`src/rtl/verlet_body_integrator_defines.svh`:
```
// assertion macros shared by the integrator rtl
`ifndef VERLET_BODY_INTEGRATOR_DEFINES_SVH
`define VERLET_BODY_INTEGRATOR_DEFINES_SVH

`ifndef NO_ASSERTIONS
`define VBI_ASSERT(lbl, clk, rstn, prop) \
    lbl: assert property (@(posedge clk) disable iff (!rstn) prop) \
        else $error("assertion failed");
`define VBI_ASSERT_NEVER(lbl, clk, rstn, cond) \
    lbl: assert property (@(posedge clk) disable iff (!rstn) !(cond)) \
        else $error("forbidden condition seen");
`else
`define VBI_ASSERT(lbl, clk, rstn, prop)
`define VBI_ASSERT_NEVER(lbl, clk, rstn, cond)
`endif

`endif

```
`src/rtl/vbi_ram.sv`:
```
// generic single write port ram with registered read
`timescale 1ns / 1ps

module vbi_ram #(
    parameter int WIDTH = 32,
    parameter int DEPTH = 128
) (
    input  logic                                     clk,
    input  logic                                     we,
    input  logic [((DEPTH > 1) ? $clog2(DEPTH) : 1)-1:0] waddr,
    input  logic [WIDTH-1:0]                         wdata,
    input  logic [((DEPTH > 1) ? $clog2(DEPTH) : 1)-1:0] raddr,
    output logic [WIDTH-1:0]                         rdata
);

    logic [WIDTH-1:0] mem [DEPTH];

    always_ff @(posedge clk)
    begin
        if (we)
        begin
            mem[waddr] <= wdata;
        end
        rdata <= mem[raddr];
    end

endmodule

```
`config.mk`:
```
export PLATFORM = sky130hd
export DESIGN_NAME = vbi_ram
export DESIGN_NICKNAME = d
export VERILOG_FILES = /design/src/rtl/verlet_body_integrator_defines.svh /design/src/rtl/vbi_ram.sv
export SDC_FILE = /design/constraint.sdc
export NUM_CORES = 2
export LEC_CHECK = 0
export ABC_AREA = 0
export ABC_CLOCK_PERIOD_IN_PS = 8700
export BUFFER_PORTS_ARGS = -buffer_cell sky130_fd_sc_hd__buf_2
export CAP_MARGIN = 40
export CORE_ASPECT_RATIO = 0.7
export CORE_MARGIN = 2
export CORE_UTILIZATION = 45
export CTS_BUF_LIST = sky130_fd_sc_hd__clkbuf_2 sky130_fd_sc_hd__clkbuf_4 sky130_fd_sc_hd__clkbuf_8
export CTS_CLUSTER_DIAMETER = 120
export DETAILED_ROUTE_END_ITERATION = 16
export GPL_TIMING_DRIVEN = 0
export PLACE_DENSITY_LB_ADDON = 0.25
export SLEW_MARGIN = 15
export SYNTH_ARGS = -nofsm -noshare
export SYNTH_HDL_FRONTEND = slang
export SYNTH_SLANG_ARGS = --single-unit
export TNS_END_PERCENT = 1
```
`constraint.sdc`:
```
create_clock -name clk -period 8.7 [get_ports clk]
set_input_delay 1.305 -clock clk [delete_from_list [all_inputs] [get_ports clk]]
set_output_delay 1.305 -clock clk [all_outputs]
set_load 0.02 [all_outputs]
```
Word level (Yosys, flattened, before mapping)
Memory sizes are Yosys's and may differ from the RTL's. A register that Yosys moved wholly into a read port is not among the register bits.
Index checks and enable logic that the tools add are counted.
{"block": "totals", "regBits": 0, "ram_bits": 4096, "input_bits": 48, "out_inout_bits": 32, "wordCells": 3, "memories": 1}
{"name": "mem", "depth": 128, "width": 32, "read_ports": 1, "rd_clocked_by_memory_dff": 1, "wr": 1, "line_no": "vbi_ram.sv:16", "text": "logic [WIDTH-1:0] mem [DEPTH];"}
{"block": "op_classes", "n_mux": 2}
{"cell": "two-way mux 1 bit", "count": 2}

Depth between registers and ports, before layout
{"block": "logic_depth", "word_depth": 2, "ltp_mapped": 8}

Worst setup path after synthesis
Ideal clock, no wire load.
{"block": "synth_path", "kind": "input-to-reg", "from": "in we", "to": "mem mem[98][0] (enable)", "setup_ns": 0.461, "arrival_ns": 4.083, "required_time_ns": 8.239, "setup_slack_ns": 4.156, "cell_stages": 3, "path_buffers": 1, "path_cell_list": "clkbuf_1 -> nand4_1 -> nor3_1"}
{"block": "synth_via", "elab_chain_cells": 2}
{"element": "from (decl)", "line_no": "vbi_ram.sv:9", "text": "input logic we,"}
{"element": "two-way mux 1 bit", "line_no": "vbi_ram.sv:20", "text": "if (we)"}
{"element": "two-way mux 1 bit (not written as such)", "line_no": "vbi_ram.sv:22", "text": "mem[waddr] <= wdata;"}
{"element": "to (decl)", "line_no": "vbi_ram.sv:16"}
No other way between the ends.

==> metrics.cfg <==
[worst_setup_path]
cp.required_ns=9.63
r2r-start=mem[126][9]
crit_path_end_kind=register
start_kind=primary input
crit_type=primary input to register
cp_max_fo=10
crit_arrival_ns=5.76
startpoint=raddr[2]

[yosys]
ys.flop_type=edfxtp_1
ys_ff_latch=4128
postSynthNetCount=6038
synth_edf_count=4096
synth_cell_types=17
ys_async_sr_fraction_pct=0
syn-instance-count=5990
synth_seq_area_share_pct=79.12
avgSynthCellArea_um2=26.09
ys.warnings.count=0
synth.cell_area_um2=156300

[clock_tree]
cts_tree=done
cts_htree_levels=6
clk_latency_ns=1.07
cts_root_buffer=clkbuf_8
cts_buffers=592
holdBufCountCts=0
clkTransAtPathRegs_ns=0.07
clockBufferDepth=4
cts_setup_buffers=0
clock-sinks=4128
cts.repair.resized=0

[floorplanning]
initial_core_util_pct=45.10
die-area_um2=352100
die_h_um=497.1
die_w_um=708.4
core_um2=346500
io-pin-count=80
core.rowCount=181

[timing]
finalClockSkew_ns=0.05119
final-hold-violation-count=0
finalCritPeriodShare_pct=55.47
min_period_ns=4.826
drv_slew=0
rsz0062_at_grt=no
fmax_ghz=0.2072
tns_ns=0
tightest_slew_ns=0.9173
setup_viol=0
slew_headroom_pct=38.85

[place]
postPlaceCellArea_um2=169500
portBuffers=68
globalplace.congestion=0.8417
dp_hpwl_um=296400

[routing]
dr.pass1.iters=6
postRouteAntennaNets=0
num_vias=74550
drc=0
viasPerCell=6.202
drt_iter0_drc=12560
wirelength_um=432000
wire_per_inst_um=35.94

[global_route]
grt_max_degree=101
antenna_found_initial=64
grt_pass1_vias=71890
overflow=0
grt.total_usage_pct=24.34
grt_pass1_wl_um=590000

[layout]
n_fill_cell=25980
layout_common_cells=4096 x edfxtp_1, 1344 x mux4_2, 619 x clkbuf_8
multi_input_area_um2=32260
final_area_um2=181000
syn2layout_area_growth_pct=15.81
ff_latch_area_um2=123600
layout_commonest_cell=edfxtp_1
drive_gt1_share_pct=39.52
fin_nets=7035

[power]
peakVddDrop_v=0.0001650
leakage_nw=55.72
powerDensity_nw_per_um2=218.1

[job]
cap_violations=0

[status]
outcome=complete, no violations

[worst_hold_path]
hp-start=wdata[28]
hold_class=primary input to register

-- synth_stat cells (7+ instances only) --
library cell,count,share of area [%]
buf_1,50,0.12
buf_2,79,0.25
clkbuf_1,182,0.44
dfxtp_1,32,0.41
edfxtp_1,4096,79
mux2_2,32,0.23
mux4_2,1344,19
nand2_1,14,0.034
nand3_1,12,0.038
nor2_1,122,0.29
nor2b_1,7,0.028
nor3_1,9,0.029
-- layer usage --
metal	wire [µm]	GRT usage (%)	vias to the layer above
met3	56110	6.681	580
li1	-	-	28480
met4	11670	6.465	16
met1	179300	38.23	40580
met5	115	0	-
met2	184800	33.69	4904
-- final cells by class --
class | count | area share [%]
diodes | 31 | 0.04286
well taps | 4575 | 3.163
clock inverters | 203 | 0.6547
multi-input cells | 1546 | 17.83
clock buffers | 818 | 5.533
repair buffers | 403 | 3.717
flip-flops and latches | 4128 | 68.31
plain buffers | 316 | 0.7487
-- state kept, by name, indices dropped and copies added, names as in the netlist --
signal / flops
mem: 4096
rdata: 32
-- through the flow --
stage	cells	hold slack (ns)	utilization [%]	power, mW	setup WS [ns]
after detailed placement	10960	1.246	48.93	24.85	2.875
after global routing	12000	0.5816	52.22	40.56	3.898
final	12020	0.6327	52.23	39.47	3.874
after floorplan	5990	1.074	-	23.50	4.156
after CTS	11980	0.5364	52.16	39.66	3.982
after global placement	10630	1.227	46.85	24.69	0.7523
-- worst max-delay path, cell delays in order --
cell	delay, ns
clkbuf_1	0.30
buf_2	0.65
clkbuf_2	0.63
buf_1	0.58
mux4_2	0.45
mux4_2	0.64
mux4_2	0.69
mux2_2	0.41
-- worst paths after layout --
kind              slack (ns)  cells after the start          end
hold / removal          0.63                      1  mem[79][28]
setup / recovery        3.87                      8     rdata[9]
setup reg to reg        5.91                      4     rdata[9]
hold reg to reg         1.24                      4    rdata[29]
-- kinds of logic (layout without fill, tap and decap cells) --
logic type	count (synthesis)	count (layout)	share of synthesized area [%]
buffers and inverters	316	1740	0.8391
multiplexers	1376	1376	19.60
other	0	31	0
flip-flops	4128	4128	79.12
AND/OR/NAND/NOR	170	170	0.4460
-- power breakdown --
part / leakage (nW) / internal [mW] / total [mW] / switching, mW
logic: 12.7 / 0.906 / 2.46 / 1.56
clock network: 5.91 / 7.70 / 15.0 / 7.33
registers: 37.1 / 22.0 / 22.0 / 0.0249
total: 55.7 / 30.6 / 39.5 / 8.91
(Power assumes the default switching activity.)
