**config.mk**
```make
export PLATFORM = sky130hd
export DESIGN_NAME = vbi_recip
export DESIGN_NICKNAME = d
export VERILOG_FILES = /design/src/rtl/verlet_body_integrator_defines.svh /design/src/rtl/vbi_pkg.sv /design/src/rtl/vbi_recip.sv
export SDC_FILE = /design/constraint.sdc
export NUM_CORES = 1
export LEC_CHECK = 0
export ABC_AREA = 1
export BUFFER_PORTS_ARGS = -buffer_cell sky130_fd_sc_hd__clkbuf_2
export CORE_MARGIN = 4
export CORE_UTILIZATION = 52
export DETAILED_ROUTE_END_ITERATION = 8
export GPL_ROUTABILITY_DRIVEN = 0
export PLACE_DENSITY_LB_ADDON = 0.1
export SYNTH_ARGS = -nofsm -noshare
export SYNTH_HDL_FRONTEND = slang
export SYNTH_SLANG_ARGS = --single-unit
```
**constraint.sdc**
```tcl
create_clock -name clk -period 3.4 [get_ports clk]
set_clock_uncertainty 0.2 [all_clocks]
set_input_delay 0.34 -clock clk [delete_from_list [all_inputs] [get_ports clk]]
set_output_delay 0.34 -clock clk [all_outputs]
set_load 0.01 [all_outputs]
```
**src/rtl/verlet_body_integrator_defines.svh**
```systemverilog
// assertion macros shared by the integrator rtl
`ifndef VERLET_BODY_INTEGRATOR_DEFINES_SVH
`define VERLET_BODY_INTEGRATOR_DEFINES_SVH

`ifndef NO_ASSERTIONS
`define VBI_ASSERT(lbl, clk, rstn, prop) \
    lbl: assert property (@(posedge clk) disable iff (!rstn) prop) \
        else $error("assertion failed");
`define VBI_ASSERT_NEVER(lbl, clk, rstn, cond) \
    lbl: assert property (@(posedge clk) disable iff (!rstn) !(cond)) \
        else $error("forbidden condition seen");
`else
`define VBI_ASSERT(lbl, clk, rstn, prop)
`define VBI_ASSERT_NEVER(lbl, clk, rstn, cond)
`endif

`endif

```
**src/rtl/vbi_pkg.sv**
```systemverilog
// types and codes shared by the integrator rtl
`timescale 1ns / 1ps

package vbi_pkg;

    localparam logic [1:0] MODE_ADD   = 2'd0;
    localparam logic [1:0] MODE_FORCE = 2'd1;
    localparam logic [1:0] MODE_TICK  = 2'd2;

    localparam int CFG_IDX_W = 2;
    localparam logic [CFG_IDX_W-1:0] CFG_TIME_STEP = 2'd0;
    localparam logic [CFG_IDX_W-1:0] CFG_HALF_RATE = 2'd1;

    localparam logic [15:0] TIME_STEP_RST = 16'd1092;
    localparam logic [30:0] HALF_RATE_RST = 31'd1966080;

    typedef enum logic [2:0] {
        ST_ADDED   = 3'd0,
        ST_FORCE   = 3'd1,
        ST_BODY    = 3'd2,
        ST_FULL    = 3'd3,
        ST_BAD_IDX = 3'd4,
        ST_EMPTY   = 3'd5
    } status_t;

    typedef struct packed {
        logic busy;
        logic done;
    } recip_stat_t;

endpackage

```
**src/rtl/vbi_recip.sv**
```systemverilog
// radix-2 restoring divider forming 2^32 / mass, saturated
`timescale 1ns / 1ps

module vbi_recip (
    input  logic                 clk,
    input  logic                 rst_n,
    input  logic                 start,
    input  logic [31:0]          mass,
    output vbi_pkg::recip_stat_t stat,
    output logic [31:0]          quotient
);
    import vbi_pkg::*;

    localparam logic [5:0] STEPS = 6'd33;

    logic        busy_reg, busy_next;
    logic        done_reg, done_next;
    logic [5:0]  cnt_reg, cnt_next;
    logic [31:0] rem_reg, rem_next;
    logic [32:0] quo_reg, quo_next;
    logic [31:0] mass_reg, mass_next;
    logic [32:0] rem_sh;
    logic        ge;

    // dividend is a single one at bit 32, fed in on the first step
    assign rem_sh = {rem_reg, (cnt_reg == STEPS)};
    assign ge     = (rem_sh >= {1'b0, mass_reg});

    always_comb
    begin
        busy_next = busy_reg;
        done_next = 1'b0;
        cnt_next  = cnt_reg;
        rem_next  = rem_reg;
        quo_next  = quo_reg;
        mass_next = mass_reg;
        if (start)
        begin
            busy_next = 1'b1;
            cnt_next  = STEPS;
            rem_next  = '0;
            quo_next  = '0;
            mass_next = mass;
        end
        else if (busy_reg)
        begin
            rem_next = ge ? 32'(rem_sh - {1'b0, mass_reg}) : rem_sh[31:0];
            quo_next = {quo_reg[31:0], ge};
            cnt_next = cnt_reg - 6'd1;
            if (cnt_reg == 6'd1)
            begin
                busy_next = 1'b0;
                done_next = 1'b1;
            end
        end
    end

    always_ff @(posedge clk or negedge rst_n)
    begin
        if (!rst_n)
        begin
            busy_reg <= 1'b0;
            done_reg <= 1'b0;
            cnt_reg  <= '0;
        end
        else
        begin
            busy_reg <= busy_next;
            done_reg <= done_next;
            cnt_reg  <= cnt_next;
        end
    end

    always_ff @(posedge clk)
    begin
        rem_reg  <= rem_next;
        quo_reg  <= quo_next;
        mass_reg <= mass_next;
    end

    assign stat.busy = busy_reg;
    assign stat.done = done_reg;
    assign quotient  = (mass_reg == 32'd0) ? 32'd0 :
                       (quo_reg[32] ? 32'hFFFF_FFFF : quo_reg[31:0]);

endmodule

```
== After elaboration in Yosys (flattened, before gate mapping) ==
Index checks and enable logic that the tools add are counted.

* Add/subtract/negate cells: 2
* $lt $le $gt $ge: 1
* Equality and inequality tests: 2
* Multiplexer cells: 11
* Reduce and logical (&&, ||, !) cells: 2

{| class="wikitable"
|+ Operators with widths
! operator !! count
|-
| $mux W32 || 3
|-
| $ge A33 B32 Y1 || 1
|-
| $logic_not A32 Y1 || 1
|-
| $sub A32 B32 Y32 || 1
|-
| $mux W6 || 2
|-
| $eq A6 B1 Y1 const B || 1
|-
| $eq A6 B6 Y1 const B || 1
|-
| $mux W1 || 6
|-
| $sub A6 B1 Y6 const B || 1
|-
| $reduce_bool A2 Y1 || 1
|}

* Bits in registers: 105
* Output and inout port bits: 34
* Logic and storage cells: 24

== Logic depth before layout (Yosys ltp) ==
Gate-level depths: netlist of the first run.

* Depth after elaboration: 4
* Gate-level depth with buffers: 18
* Gate-level depth less buffers: 18

== Worst setup path after synthesis of the first run ==
OpenSTA, ideal clock, no wires.

* Path type: reg2reg
* Start point: register cnt_reg[0]
* End point: register rem_reg[16]
* Arrival time: 2.078 ns
* Data required time: 3.086 ns
* Path slack: 1.008 ns
* Stages on the path, launching flop included: 15
* Path buffers: 0
* Path through: dfrtp_1 ha_1 nand4_1 ha_1 inv_1 fa_1 nand2_1 nand3_1 nand3_1 nand2_1 a21oi_1 xor2_1 nand2_1 nand3_1 nand2_1

* Cells in the longest elaborated chain, start to end: 3
* Elaborated cells between the ends (all ways): 4

{| class="wikitable"
|+ RTL lines
! item !! line !! RTL
|-
| start, declared || vbi_recip.sv:18 || <nowiki>logic [5:0] cnt_reg, cnt_next;</nowiki>
|-
| start signal, assigned || vbi_recip.sv:70 || <nowiki>cnt_reg <= cnt_next;</nowiki>
|-
| $eq A6 B6 Y1 * || vbi_recip.sv:26 || <nowiki>assign rem_sh = {rem_reg, (cnt_reg == STEPS)};</nowiki>
|-
| $sub A32 B32 Y32 or $ge A33 B32 Y1 (tied branches) || vbi_recip.sv:47, vbi_recip.sv:27 ||
|-
| $mux W32 * || vbi_recip.sv:47 || <nowiki>rem_next = ge ? 32'(rem_sh - {1'b0, mass_reg}) : rem_sh[31:0];</nowiki>
|-
| end signal, assigned || vbi_recip.sv:76 || <nowiki>rem_reg <= rem_next;</nowiki>
|-
| end, declared || vbi_recip.sv:19 || <nowiki>logic [31:0] rem_reg, rem_next;</nowiki>
|}

Every way passes the cells marked *; elsewhere a longest branch is shown, timed or not.
A chain may end at the register's enable or synchronous reset.

== Worst setup path in the final report of the first run ==
* Start point: register mass_reg[7]
* End point: output quotient[4]

* Cells in the longest elaborated chain, start to end: 2

{| class="wikitable"
|+ RTL lines
! item !! line !! RTL
|-
| start, declared || vbi_recip.sv:21 || <nowiki>logic [31:0] mass_reg, mass_next;</nowiki>
|-
| start signal, assigned || vbi_recip.sv:78 || <nowiki>mass_reg <= mass_next;</nowiki>
|-
| $logic_not A32 Y1 || vbi_recip.sv:83 || <nowiki>assign quotient = (mass_reg == 32'd0) ? 32'd0 :</nowiki>
|-
| $mux W32 || vbi_recip.sv:83 ||
|-
| end, declared || vbi_recip.sv:10 || <nowiki>output logic [31:0] quotient</nowiki>
|}

No other way between the ends.

==> flow_results.org, run 1 <==
** Yosys
- Commonest register cell after synthesis :: sky130_fd_sc_hd__dfxtp_1
- The average instance in the mapped netlist occupies 6.75 µm².
- Counting flops and latches in the post-synthesis netlist gives 105.
- Synthesis produced a netlist with a net count of 1072.
- In this run, distinct cell masters in the synthesized netlist total 39.
- Yosys warnings :: 0
- Counting flops with a built-in enable in the synthesized netlist gives 32.
- Combined area of all synthesized cells :: 6760 µm²
- Register area share after synthesis :: 36.4%
- Synthesis produced a netlist whose cell count is 1002.
- Of all flip-flops after synthesis, the portion carrying an async set or reset was 7.62%.

** Global route
- First-pass GRT wire length :: 29200 µm
- Overall overflow remaining after global route :: 0
- Initial antenna violation count :: 0
- For this run, the total global-route usage over all layers was measured as 24.7%.
- Via count of the first global-routing pass :: 6055
- Entering global routing, the biggest net connects 35 pins.

** Placed design
- HPWL Detailed :: 13200 µm
- Post-placement cell count :: 1221
- Buffers placed on the I/O ports in this run total 68.

** Clock tree
- Number of sinks handled by clock tree synthesis :: 105
- Clock input transition at the sequential cells of the worst setup and hold paths :: 70 ps
- Counting the buffers created by CTS gives 9.
- Clock tree from TritonCTS :: done
- For the worst-skew pair, the clock arrives at the later sink with an insertion delay of 360 ps.
- Clock tree synthesis selected as its root buffer the cell sky130_fd_sc_hd__clkbuf_16.
- H-Tree Level Count :: 3
- After clock tree synthesis, the setup repair step added 0 buffers.
- Number of cells upsized or downsized after cts :: 0
- For this design, the CTS-stage hold fixing added 33 buffers.
- Buffers from clock root to sink, at most :: 2

** Layout
- Of the cells placed in the final design, the portion with a size suffix greater than 1 is 10.5%.
- N_diodes :: 0
- Multi-input logic area :: 3390 µm²
- Max FFs per register :: 33
- After filler insertion, the fill cell instance count of the layout stands at 1285.
- The finished layout holds 1270 standard cells, fillers aside.
- Once layout is complete, the utilization of the core stands at 61.9%.
- Relative to the synthesized area, the layout overhead comes to 16.0%.
- Summing all flip-flop and latch instances after layout gives 2460 µm².
- Post-layout nets :: 1163

** Timing
- After layout, the worst path uses 87.3% of the clock period.
- Adding up every negative setup slack in the final design gives 0 ps.
- For this run, the top clock speed supported by timing is 0.337 GHz.
- Worst-margin pin slew :: 926 ps
- Final setup violation count :: 0
- Period minus WS final :: 2970 ps
- Max-slew violation count :: 0
- Setup repair after global routing left no endpoint under its margin.
- Max-Slew Margin vs Limit :: 38.2%
- The number of hold violations in the final report came to 0.

** Worst setup path
- STA puts the critical path data required time at 2860 ps.
- For this run, the slowest stage of the critical path takes 440 ps.
- Cells along the critical path :: nor4_1 > nand4_1 > nor4_4 > buf_4 > a21oi_1 > clkbuf_2
- The startpoint identified for the worst register-to-register timing path is cnt_reg[1]$_DFFE_PN0P_.
- Worst Path Class, Setup :: reg2out
- The slowest stage of the critical path is the sky130_fd_sc_hd__nor4_1 cell.
- Dominant delay contributor by cell family on the critical path :: simple AND/OR/NAND/NOR gates
- Arrival time at the worst endpoint :: 2430 ps
- The worst setup path is captured at an output pin.
- Tracing the worst setup path back leads to its startpoint at mass_reg[7]$_DFFE_PP_.
- The worst setup path is launched from a register.
- Number of buffer and inverter stages on the critical path :: 2
- In this run the worst path has a maximum fanout of 32.

** Floorplan
- Core Region :: 12700 µm²
- Total I/O pin count :: 69
- Die outline height :: 122 µm
- Die Footprint :: 14900 µm²
- Number of standard-cell rows in the floorplan :: 41
- Starting density of the core :: 53.4%
- Measured along the x axis, the die boundary spans 122 µm.

** Detailed routing
- Vias post-DR :: 6408
- Number of DRC violations after detailed-routing iteration 0 :: 439
- After detailed routing, the number of remaining DRC violations is 0.
- DRT Pass-1 Iters :: 5
- In the final routed layout, each cell accounts on average for 13.8 µm.
- The detail route stage leaves a number of antenna-violating nets equal to 0.
- The routed design has 17500 µm of wire.
- In the routed layout, each cell is associated on average with a via count of 5.05.

** Power and ir drop
- The worst-case IR drop observed on VDD is 0.383 mV.
- Reported leakage power :: 4.13 nW
- Power spread over the standard cell area amounts to 641 nW/µm².

** Flow run
- Across the run, the number of max-cap violations was 0.

** Run status
- Result of the run :: complete, no violations

** Hold path
- The path class of the tightest hold or removal check is in2async.
stage by stage:
stage,setup slack [ps],cell area [µm²],power [mW],hold WS (ps)
global placement,564,7240,3.98,-4.04
detailed placement,494,7240,3.99,-2.87
CTS,434,7840,5.03,140
floorplan,1010,6760,3.46,-156
global route,189,7840,5.44,168
finish,431,7840,5.03,149
Yosys cell counts, types with 3 or more instances:
| cell | instances | area [µm²] |
|---|---|---|
| sky130_fd_sc_hd__o21ai_0 | 8 | 40.0 |
| sky130_fd_sc_hd__nand2_1 | 322 | 1210 |
| sky130_fd_sc_hd__nand2_2 | 6 | 37.5 |
| sky130_fd_sc_hd__nor2_4 | 4 | 45.0 |
| sky130_fd_sc_hd__nand4_1 | 13 | 81.3 |
| sky130_fd_sc_hd__ha_1 | 34 | 425 |
| sky130_fd_sc_hd__xnor2_1 | 11 | 96.3 |
| sky130_fd_sc_hd__dfrtp_1 | 8 | 200 |
| sky130_fd_sc_hd__o21ai_1 | 10 | 50.1 |
| sky130_fd_sc_hd__o21bai_1 | 4 | 30.0 |
| sky130_fd_sc_hd__nor2_1 | 39 | 146 |
| sky130_fd_sc_hd__inv_2 | 3 | 11.3 |
| sky130_fd_sc_hd__nor4_1 | 5 | 31.3 |
| sky130_fd_sc_hd__buf_2 | 7 | 35.0 |
| sky130_fd_sc_hd__clkbuf_1 | 13 | 48.8 |
| sky130_fd_sc_hd__nor3_1 | 7 | 35.0 |
| sky130_fd_sc_hd__nor2_2 | 5 | 31.3 |
| sky130_fd_sc_hd__dfxtp_1 | 65 | 1300 |
| sky130_fd_sc_hd__edfxtp_1 | 32 | 961 |
| sky130_fd_sc_hd__nand3_1 | 77 | 385 |
| sky130_fd_sc_hd__buf_6 | 3 | 33.8 |
| sky130_fd_sc_hd__xor2_1 | 4 | 35.0 |
| sky130_fd_sc_hd__a21oi_1 | 56 | 280 |
| sky130_fd_sc_hd__o22ai_1 | 33 | 206 |
| sky130_fd_sc_hd__nand3b_1 | 13 | 97.6 |
| sky130_fd_sc_hd__buf_4 | 3 | 22.5 |
| sky130_fd_sc_hd__inv_1 | 202 | 758 |
metal layers:
layer  vias to the layer above  global-route usage, %  part of all wire [%]
li1                       3326                      -                     -
met1                      2873                   33.4                    46
met2                       184                   40.7                    46
met3                        25                   4.74                   6.6
met4                         0                   6.51                   2.1
met5                         -                      0                     0
cell usage in the layout, fill, tap and decap left out, drive strengths merged:
master,instances
nand2,330
a21o,1
ha,34
xnor2,11
dlygate4sd3,33
o21bai,4
dfxtp,65
and3,1
edfxtp,32
xor2,4
fa,1
a21oi,57
nand4,13
nor4,6
nand3b,13
nor3,8
o21ai,18
o21a,1
nand3,78
and2,2
clkinv,3
o22ai,33
inv,209
clkbuf,78
dfrtp,8
nor2,48
buf,7
layout make-up:
| class | instances | share of cell area, % |
|---|---|---|
| clock buffers | 10 | 2.92 |
| clock inverters | 6 | 0.622 |
| inverters | 206 | 9.86 |
| multi-input cells | 663 | 43.2 |
| flip-flops and latches | 105 | 31.4 |
| well taps | 172 | 2.74 |
| repair buffers | 108 | 9.22 |
cell families after synthesis:
family	after synthesis	share of synthesized area, %
simple gates	499	32.1
buf+inv	234	13.6
fa+ha+maj	35	6.59
flops	105	36.4
xor+xnor	15	1.94
compound gates	114	9.32
path summary, 6_finish.rpt:
path | endpoint | slack [ps] | cells past startpoint
max | quotient[4] | 430 | 6
min | busy_reg$_DFF_PN0_ | 150 | 2
max reg2reg | rem_reg[31]$_SDFFE_PP0P_ | 460 | 15
min reg2reg | rem_reg[10]$_SDFFE_PP0P_ | 280 | 2
max in group asynchronous | done_reg$_DFF_PN0_ | 2670 | 2
min in group clk | rem_reg[10]$_SDFFE_PP0P_ | 280 | 2
power breakdown:
| part | switching, mW | leakage (nW) | internal, mW | total [mW] |
|---|---|---|---|---|
| sequential | 0.132 | 0.940 | 1.49 | 1.62 |
| combinational | 1.55 | 3.05 | 0.860 | 2.41 |
| clock | 0.489 | 0.140 | 0.508 | 0.997 |
| total | 2.17 | 4.13 | 2.85 | 5.03 |
No activity file was read; power rests on OpenSTA's default activity.
==> run 2: changes to the inputs <==
--- a/config.mk
+++ b/config.mk
@@ -11,7 +11,7 @@
 export CORE_UTILIZATION = 52
 export DETAILED_ROUTE_END_ITERATION = 8
 export GPL_ROUTABILITY_DRIVEN = 0
-export PLACE_DENSITY_LB_ADDON = 0.1
+export PLACE_DENSITY = 0.69
 export SYNTH_ARGS = -nofsm -noshare
 export SYNTH_HDL_FRONTEND = slang
 export SYNTH_SLANG_ARGS = --single-unit
==> run 2 against run 1 <==
Die area unchanged. Wire length up 1.2%. Hold slack gained 2.2 ps.
==> flow_results.org, run 2 (synthesis gave the netlist of run 1 again) <==
** Detailed routing
- DRT Pass-1 Iters :: 6 (was 5)
- Post-detailed-routing wire length :: 17700 µm (was 17500 µm)
- The initial detailed-routing violation count is 509 (was 439).
- The total number of vias is 6419 (was 6408).
- DR DRC count :: 0 (unchanged)
- Detail-routed net length per standard cell :: 14.0 µm (was 13.8 µm)
- The met3 wire length came to 1150 µm (unchanged).
- Highest metal layer with signal wires :: met4 (unchanged)
- Length of routed wiring on met1 :: 8180 µm (was 7970 µm)
- Routed via count divided by cell count :: 5.05 (about the same)
- The sum of met2 wire segment lengths after detailed routing was 8080 µm (was 8030 µm).
- The remaining antenna violation count is 0 (unchanged).

** Global route
- The pin count of the biggest net entering global routing came to 37 (was 35).
- The global-route wire length before repair is 28700 µm (was 29200 µm).
- Initial antenna violation count :: 0 (unchanged)
- The global route total overflow was 0 (unchanged).
- Via count of the first global-routing pass :: 5931 (was 6055)
- Total track usage :: 24.5% (was 24.7%)

** Worst setup path
- The largest incremental delay on the critical path was 430 ps (was 440 ps).
- Cells along the critical path :: nor4_1 > nand4_1 > nor4_4 > buf_4 > a21oi_1 > clkbuf_2 (unchanged)
- The critical path startpoint is mass_reg[7]$_DFFE_PP_ (unchanged).
- The critical path class is reg2out (unchanged).
- The arrival time of the worst setup path came to 2440 ps (was 2430 ps).
- Worst Path Required :: 2860 ps (about the same)
- Critical R2R Launch :: cnt_reg[0]$_DFFE_PN0P_ (was cnt_reg[1]$_DFFE_PN0P_)
- The internal reg-to-reg setup slack came to 560 ps (was 460 ps).
- Number of buffer and inverter stages on the critical path :: 2 (unchanged)
- Largest fanout of any net on the critical path :: 32 (unchanged)
- The length in cells of the worst reg-to-reg path is 17 (was 15).
- The category of the worst setup path launch point is a register (unchanged).
- The gate family responsible for the most delay along the worst path is simple AND/OR/NAND/NOR gates (unchanged).
- Setup crit end kind :: output pin (unchanged)
- Critical path endpoint :: quotient[0] (was quotient[4])
- The worst flop-to-flop path endpoint is rem_reg[28]$_SDFFE_PP0P_ (was rem_reg[31]$_SDFFE_PP0P_).
- Number of cells on the critical path :: 6 (unchanged)
- The worst-path cell with the longest stage delay is sky130_fd_sc_hd__nor4_1 (unchanged).

** Timing
- Period minus WS final :: 2980 ps (was 2970 ps)
- Final hold violation count :: 0 (unchanged)
- Final setup violation count :: 0 (unchanged)
- Unrepaired setup endpoints after global routing: no (unchanged).
- The transition time at the pin with the least slew margin was 999 ps (was 926 ps).
- The final-layout setup total negative slack is 0 ps (unchanged).
- Final worst-path cycle share :: 87.5% (was 87.3%)
- The count of final max-slew check failures was 0 (unchanged).
- Max-Slew Margin vs Limit :: 33.4% (was 38.2%)
- Achievable Freq :: 0.336 GHz (was 0.337 GHz)

** Power and ir drop
- The peak ir drop on the vdd network came to 0.406 mV (was 0.383 mV).
- Clock network fraction of total power :: 21.3% (was 19.8%)
- Fraction of power spent switching nets :: 43.1% (was 43.2%)
- The leakage power of the design came to 4.14 nW (was 4.13 nW).
- The power density of the placed cells is 655 nW/µm² (was 641 nW/µm²).
- Comb pwr share :: 47.2% (was 48.0%)
- The proportion of power drawn by flip-flops and latches was 31.5% (was 32.2%).
- Cell internal pwr :: 2.93 mW (was 2.85 mW)
- Switching power total :: 2.23 mW (was 2.17 mW)

** Clock tree
- The clock root buffer was sky130_fd_sc_hd__clkbuf_16 (unchanged).
- The clock tree from TritonCTS was done (unchanged).
- The clock latency reported for the late side of the worst-skew pair is 360 ps (about the same).
- The H-tree depth was 3 (unchanged).
- The post-CTS resize count is 0 (unchanged).
- Number of sinks handled by clock tree synthesis :: 105 (unchanged)
- Number of CTS-inserted buffers :: 9 (unchanged)
- The maximum root-to-sink buffer count was 2 (unchanged).
- The clock transition at the registers of the reported paths came to 70 ps (about the same).
- The number of post-CTS setup repair buffers came to 0 (unchanged).

** Layout
- Commonest non-fill, non-tap cell in the layout :: sky130_fd_sc_hd__nand2_1 (unchanged)
- The share of the core filled with cells is 62.2% (was 61.9%).
- The flip-flop count of the largest register, all copies and words added was 33 (unchanged).
- The final net count was 1163 (unchanged).
- The antenna diode count was 0 (unchanged).
- The number of filler cells placed in the layout is 1244 (was 1285).
- Leading cell types in the layout, fill and taps excluded: sky130_fd_sc_hd__nand2_1, sky130_fd_sc_hd__inv_1, sky130_fd_sc_hd__nand3_1 (unchanged).
- The area added between synthesis and finish came to 16.5% (was 16.0%).
- Proportion of layout cells with a drive suffix above 1 :: 10.6% (was 10.5%)

** Floorplan
- The number of top-level design ports came to 69 (unchanged).
- Die W :: 122 µm (unchanged)
- Starting density of the core :: 53.4% (unchanged)
- Die Footprint :: 14900 µm² (unchanged)
- The number of placement rows came to 41 (unchanged).
- The height of the chip came to 122 µm (unchanged).
- Core Region :: 12700 µm² (unchanged)

** Placed design
- Buffers on Ports :: 68 (unchanged)
- The HPWL reported at the end of detailed placement was 13000 µm (was 13200 µm).

** Hold path
- Worst Hold Class :: in2async (unchanged)

** Flow run
- Max-capacitance violation count :: 0 (unchanged)

** Run status
- Result of the run :: complete, no violations (unchanged)
## run 2: cell types whose count changed in the layout (fill, tap and decap cells not counted)
cell	delta
sky130_fd_sc_hd__clkbuf_1	-1
sky130_fd_sc_hd__clkinv_8	+1
sky130_fd_sc_hd__bufinv_16	+1
sky130_fd_sc_hd__clkinv_4	-1
## run 2: worst register-to-register path: cells and delay by family, from the launching register on
kind | cells | cell delay [ps]
buffers and inverters | 1 | 80
adder cells (fa/ha/maj) | 3 | 860
AND/OR/NAND/NOR | 13 | 1190
flip-flops | 1 | 400
## run 2: timing repair
item / CTS / global route
setup endpoints to repair: 0 / 0
hold buffers: 33 / 0
endpoints found under the hold margin: 40 / 0
## run 2: worst min path at each step
stage | startpoint | endpoint | slack (ps) | depth (start not counted)
after floorplan | rst_n | busy_reg$_DFF_PN0_ | -160 | 0
after global placement | rst_n | done_reg$_DFF_PN0_ | -5 | 1
after detailed placement | rst_n | cnt_reg[0]$_DFFE_PN0P_ | -4 | 1
after CTS | rst_n | busy_reg$_DFF_PN0_ | 150 | 2
after global routing | rst_n | busy_reg$_DFF_PN0_ | 160 | 2
final | rst_n | cnt_reg[4]$_DFFE_PN0P_ | 150 | 2
## run 2: layout make-up
class	instances	area (µm²)	share of cell area [%]
multi-input cells	663	3390	43.1
inverters	206	773	9.82
repair buffers	108	723	9.18
clock buffers	9	225	2.86
flip-flops and latches	105	2460	31.3
well taps	172	215	2.73
clock inverters	7	86.3	1.10
## run 2: power by group through the flow
stage | clock network [mW] | registers [mW] | logic, mW
3_3_place_gp | 0 | 1.65 | 2.33
4_1_cts | 1.11 | 1.62 | 2.40
6_report | 1.10 | 1.63 | 2.43
3_5_place_dp | 0 | 1.65 | 2.35
2_1_floorplan | 0 | 1.60 | 1.86
5_1_grt | 1.16 | 1.65 | 2.73
## run 2: through the flow
step	area [µm²]	hold WS, ps	total power [mW]	cells	setup slack [ps]
floorplan	6760	-156	3.46	1002	1010
global placement	7240	-4.61	3.98	1221	633
detailed placement	7240	-3.85	3.99	1221	619
CTS	7880	148	5.13	1270	375
global route	7880	163	5.54	1270	334
finish	7880	151	5.16	1270	425
## run 2: metal layers
layer,track usage (%),vias up
li1,-,3339
met1,33.6,2854
met2,39.5,193
met3,4.50,33
met4,7.14,0
met5,0,-
